<file path="config.mk">
export PLATFORM = sky130hd
export DESIGN_NAME = fcm_ctrl
export DESIGN_NICKNAME = d
export VERILOG_FILES = /design/src/sv/fcm_pkg.sv /design/src/sv/fcm_ctrl.sv
export SDC_FILE = /design/constraint.sdc
export NUM_CORES = 1
export LEC_CHECK = 0
export BUFFER_PORTS_ARGS = -buffer_cell sky130_fd_sc_hd__buf_2
export CAP_MARGIN = 15
export CORE_MARGIN = 10
export CORE_UTILIZATION = 40
export DETAILED_ROUTE_END_ITERATION = 16
export PLACE_DENSITY = 0.71
export SLEW_MARGIN = 20
export SYNTH_ARGS = -nofsm -noshare
export SYNTH_HDL_FRONTEND = slang
export SYNTH_SLANG_ARGS = --single-unit
</file>
<file path="constraint.sdc">
create_clock -name clk -period 1.34 [get_ports clk]
set_clock_uncertainty 0.15 [all_clocks]
set_input_delay 0.134 -clock clk [delete_from_list [all_inputs] [get_ports clk]]
set_output_delay 0.134 -clock clk [all_outputs]
set_load 0.03 [all_outputs]
</file>
<file path="src/sv/fcm_pkg.sv">
// shared constants, codes and controller/datapath structs for the fully connected layer
`timescale 1ns / 1ps
package fcm_pkg;

  localparam int MAX_IN     = 1024;
  localparam int MAX_OUT    = 64;
  localparam int IN_AW      = $clog2(MAX_IN);
  localparam int OUT_AW     = $clog2(MAX_OUT);
  localparam int W_DEPTH    = MAX_IN * MAX_OUT;

  localparam int CNT_IN_W   = 11;
  localparam int CNT_OUT_W  = 7;
  localparam int CFG_W      = 11;
  localparam int CFG_IDX_W  = 2;
  localparam int ACTION_W   = 2;

  localparam int VAL_W      = 16;
  localparam int BIAS_W     = 32;
  localparam int PROD_W     = 2 * VAL_W;
  localparam int ACC_W      = 48;
  localparam int RES_W      = 32;

  typedef enum logic [ACTION_W-1:0] {
    ACT_WEIGHT = 2'd0,
    ACT_BIAS   = 2'd1,
    ACT_FEED   = 2'd2
  } action_t;

  localparam logic [CFG_IDX_W-1:0] CFG_IN_COUNT  = 2'd0;
  localparam logic [CFG_IDX_W-1:0] CFG_OUT_COUNT = 2'd1;
  localparam logic [CFG_IDX_W-1:0] CFG_BIAS_EN   = 2'd2;

  // controller to datapath
  typedef struct packed {
    logic              wr_weight;
    logic              wr_bias;
    logic              load;
    logic              first;
    logic              issue;
    logic [OUT_AW-1:0] k;
  } cmd_t;

  // datapath to controller
  typedef struct packed {
    logic act_ok;
    logic act_last;
    logic vec_last;
    logic adv;
    logic busy;
  } sts_t;

endpackage

</file>
<file path="src/sv/fcm_ctrl.sv">
// controller: word decode and per-neuron sweep sequencing
`timescale 1ns / 1ps
module fcm_ctrl (
  input  logic                          clk,
  input  logic                          rst_n,
  input  logic                          in_valid,
  input  logic [fcm_pkg::ACTION_W-1:0]  in_action,
  output logic                          in_ready,
  output fcm_pkg::cmd_t                 cmd,
  input  fcm_pkg::sts_t                 sts
);
  import fcm_pkg::*;

  typedef enum logic [1:0] {S_IDLE, S_SWEEP, S_DRAIN} state_t;

  state_t            state_r, state_nxt;
  logic [OUT_AW-1:0] k_r, k_nxt;
  logic              started_r, started_nxt;
  logic              accept;

  assign in_ready = (state_r == S_IDLE);
  assign accept   = in_valid && in_ready;

  always_comb begin
    cmd.wr_weight = accept && (in_action == ACT_WEIGHT);
    cmd.wr_bias   = accept && (in_action == ACT_BIAS);
    cmd.load      = accept && (in_action == ACT_FEED) && sts.act_ok;
    cmd.first     = !started_r;
    cmd.issue     = (state_r == S_SWEEP);
    cmd.k         = k_r;
  end

  always_comb begin
    state_nxt   = state_r;
    k_nxt       = k_r;
    started_nxt = started_r;
    unique case (state_r)
      S_IDLE: begin
        if (cmd.load) begin
          started_nxt = 1'b1;
          k_nxt       = '0;
          state_nxt   = S_SWEEP;
        end
      end
      S_SWEEP: begin
        if (sts.adv) begin
          if (k_r == OUT_AW'(MAX_OUT - 1)) begin
            state_nxt = S_DRAIN;
            if (sts.vec_last) begin
              started_nxt = 1'b0;
            end
          end else begin
            k_nxt = k_r + 1'b1;
          end
        end
      end
      S_DRAIN: begin
        if (!sts.busy) begin
          state_nxt = S_IDLE;
        end
      end
      default: state_nxt = S_IDLE;
    endcase
  end

  always_ff @(posedge clk) begin
    if (!rst_n) begin
      state_r   <= S_IDLE;
      k_r       <= '0;
      started_r <= 1'b0;
    end else begin
      state_r   <= state_nxt;
      k_r       <= k_nxt;
      started_r <= started_nxt;
    end
  end
endmodule

</file>
# [Word-level counts from Yosys, hierarchy flattened]
# Index checks and enable logic that the tools add are counted.
[totals] ff_bits=9 output_inout_bits=12 word_cells=41
[op_classes] n_addsub=1 n_eq_ne=11 n_mux=14 reduce_logical=12
[ops] op="6-bit two-way mux" n=3
[ops] op="6-bit one-hot mux with 2 select lines" n=1
[ops] op="2-bit two-way mux" n=4
[ops] op="2-bit by 1-bit != test with 1-bit output, second input constant" n=4
[ops] op="4-bit AND reduction" n=2
[ops] op="6-bit by 1-bit adder with 6-bit output, second input constant" n=1
[ops] op="6-bit equality test, second input constant" n=1
[ops] op="2-bit one-hot mux with 3 select lines" n=1
[ops] op="1-bit logical AND" n=5
[ops] op="5-bit AND reduction" n=1
[ops] op="2-bit by 1-bit equality test with 1-bit output, second input constant" n=2
[ops] op="2-bit equality test, second input constant" n=2
[ops] op="2-bit zero test" n=2
[ops] op="1-bit two-way mux" n=4
[ops] op="2-bit != test, second input constant" n=2
[ops] op="1-bit one-hot mux with 2 select lines" n=1
[ops] op="2-bit nonzero test" n=1
[ops] op="1-bit zero test" n=1

# [Logic depth before layout (Yosys ltp)]
[depth] ltp_word=6 mapped_depth=5 ltp_nobuf=5

# [Worst setup path before layout]
# Ideal clock, no wire load.
[synth_path] path_kind="flip-flop to output port" from="reg state_r[1]" to="out cmd[9] in the netlist's numbering" arrival_ps=1665 t_required_ps=1056 path_slack_ps=-609 path_stages_with_launch=5 cell_sequence="dfxtp_1 buf_2 nor2_2 nand2_1 nor3b_1"
[synth_rtl] element="from (decl)" line_no="fcm_ctrl.sv:16" text="state_t state_r, state_nxt;"
[synth_rtl] element="from (signal assigned)" line_no="fcm_ctrl.sv:72" text="state_r <= state_nxt;"
[synth_rtl] element="to (decl)" line_no="fcm_ctrl.sv:9" text="output fcm_pkg::cmd_t cmd,"

==> out/results.ini <==
[sta]
setup_slack_ns=-0.0999
tightest_slew_ns=0.268
fin_hold_ws_ns=0.0186
max_slew_margin=0.821
finalSetupViolations=7
fmax_mhz=694
post-route-period-util=1.07
setup_tns_ns=-0.398
rsz0062_at_grt=yes
hold_viol=0
fin_crit_ns=1.44
slew_viol_final=0

[clock_network]
cts_sinks=9
cts_buffers=3
clkLatencyLatePin_ns=0.27
clk_path_buf_depth=2
ctsHtreeMaxLevel=1
root_buffer=clkbuf_4
clk_pin_slew_ns=0.07
tritoncts=done

[detailed_routing]
vias=628
wirelength_mm=1.88
drc_errors=0
ant_nets=0
met1Wirelength_um=745
wl_met2_um=932
drt_iter0_drc=9
wire_per_inst_um=16.3
routed_via_density=5.46
routed.top_layer=met4
firstDrtPassIters=4
met3_length_um=145

[pwr]
combPwrFrac=0.196
sequentialPowerShare=0.441
ir_worst_vdd_uv=532
p_sw_frac=0.294
p_leak_uw=0.000390
internal-power_uw=432
p_sw_uw=180
clkPwrFrac=0.363
p_per_area_nw_per_um2=640

[grt]
grt_first_pass_wirelength_mm=2.70
overflow=0
antenna_found_initial=0
grt_max_degree=7
grt_pass1_vias=599
grt.total_usage=0.105

[final_layout]
num_antenna_cells=0
drive_gt1_frac=0.690
nets=112
area_delta_synth_final_pct=77.3
final_core_util=0.744
design_area_um2=956

[critical_path]
start_kind=flip-flop
cp_slowest_cell=dfxtp_4
path_class=reg -> out
path_delay_family=simple AND/OR/NAND/NOR gates
cp.arrival_ns=1.16
crit_fanout=2
crit_chain=nor2_4, nand2_4, nor3b_4, buf_6
cpPeakStageDelay_ns=0.35
worstSetupEndpointType=primary output
cp_num_buf_inv=1
cp.required_ns=1.06

[yosys]
ys_types=31
synth_warnings=0
synth_nets=75
synth_edf_count=0
synth_area_per_cell_um2=8.43
synthCells=64
yosys_most_used_dff=dfxtp_1
ys_ff_latch=9
synthArstFlopShare=0
synth_area_um2=539
seq_area_frac_synth=0.334

[job]
maxCapViolCount=0

[floorplanning]
initial_utilization=0.420
fp.dieH_um=56.7
core_area_um2=1280
fp.dieArea_um2=3220
rows=13
ios=22
die_w_um=56.7

[outcome]
violations=setup timing
outcome=finished with violations

[placed_design]
dp_hpwl_mm=1.22
portBuffers=20
post_dp_cell_area_um2=759
place.gp.congestion=0.726

[min_path]
hold_path.class=in -> reg

[cells in the final DEF, fill, tap and decap left out, drive strengths merged]
cell type	instances
or3	1
ha	1
and3b	1
nor4b	1
a221oi	1
nor3b	1
nand2b	1
buf	34
o21ai	2
dfxtp	9
nand2	8
o22ai	3
a21oi	6
nor3	3
nand3	6
clkbuf	4
a32oi	1
o21a	1
a31o	1
a21o	1
inv	5
nand3b	1
o211ai	1
a211o	1
nor2	5
a311oi	1
[tightest hold or removal path: stages]
cell and delay [ns]:
buf_2 0.08, a31o_1 0.12, a21oi_1 0.06
[sequential cells by signal, summed over array words and instances, names as in the netlist]
register   cells
state_r        2
k_r            6
started_r      1
[final timing paths]
check	start	end	slack, ns	cells past startpoint
worst max register to register	state_r[1]	k_r[0]	-0.07	4
worst min-delay path	sts[2]	started_r	0.02	3
worst min register to register	k_r[4]	k_r[4]	0.36	2
worst max-delay path	state_r[0]	cmd[9]	-0.1	4
[power by group through the flow]
stage	sequential [uW]	combinational [uW]	clock, uW
floorplan	285	52.6	0
global placement	281	91.8	0
detailed placement	281	92.9	0
CTS	269	111	223
global route	270	128	241
finish	270	120	222
[through the flow]
stage               total power [uW]  instances  worst slack [ns]
floorplan                        338         64           -0.0491
global placement                 373        102            0.0174
detailed placement               374        102          0.000205
CTS                              603        112            -0.119
global route                     640        115            -0.160
finish                           611        115           -0.0999
[cells by family after synthesis]
group,after synthesis,synth area share
buf+inv,7,0.0580
compound gates,19,0.262
fa+ha+maj,1,0.0232
simple gates,28,0.323
flops,9,0.334
[synth_stat cells, drive strengths merged, types with 2 or more instances]
cell / n / area, um^2
dfxtp: 9 / 180
nand2: 8 / 30.0
buf: 2 / 12.5
inv: 5 / 18.8
nor2: 5 / 31.3
nor3: 3 / 15.0
nand3: 6 / 40.0
o22ai: 3 / 18.8
o21ai: 2 / 13.8
a21oi: 6 / 30.0
[final cells by class]
cell class / instances / area, um^2
multi-input combinational: 48 / 448
fill: 90 / 329
timing repair buffer: 34 / 244
sequential: 9 / 200
clock buffer: 4 / 26.3
inverter: 5 / 18.8
tap: 15 / 18.8
[timing repair]
| item | CTS | global route |
|---|---|---|
| gates cloned | 0 | 0 |
| endpoints found under the setup margin | 7 | 13 |
| gates resized for setup | 14 | 12 |
| endpoints found under the hold margin | 0 | 0 |
| pin swaps | 5 | 4 |
| hold buffers | 0 | 0 |
| setup buffers | 6 | 3 |
[layer usage]
metal	vias up	track usage
met1	295	0.112
met3	7	0.0472
li1	305	-
met4	0	0.0722
met2	21	0.160
met5	-	0
(Power assumes the default switching activity.)
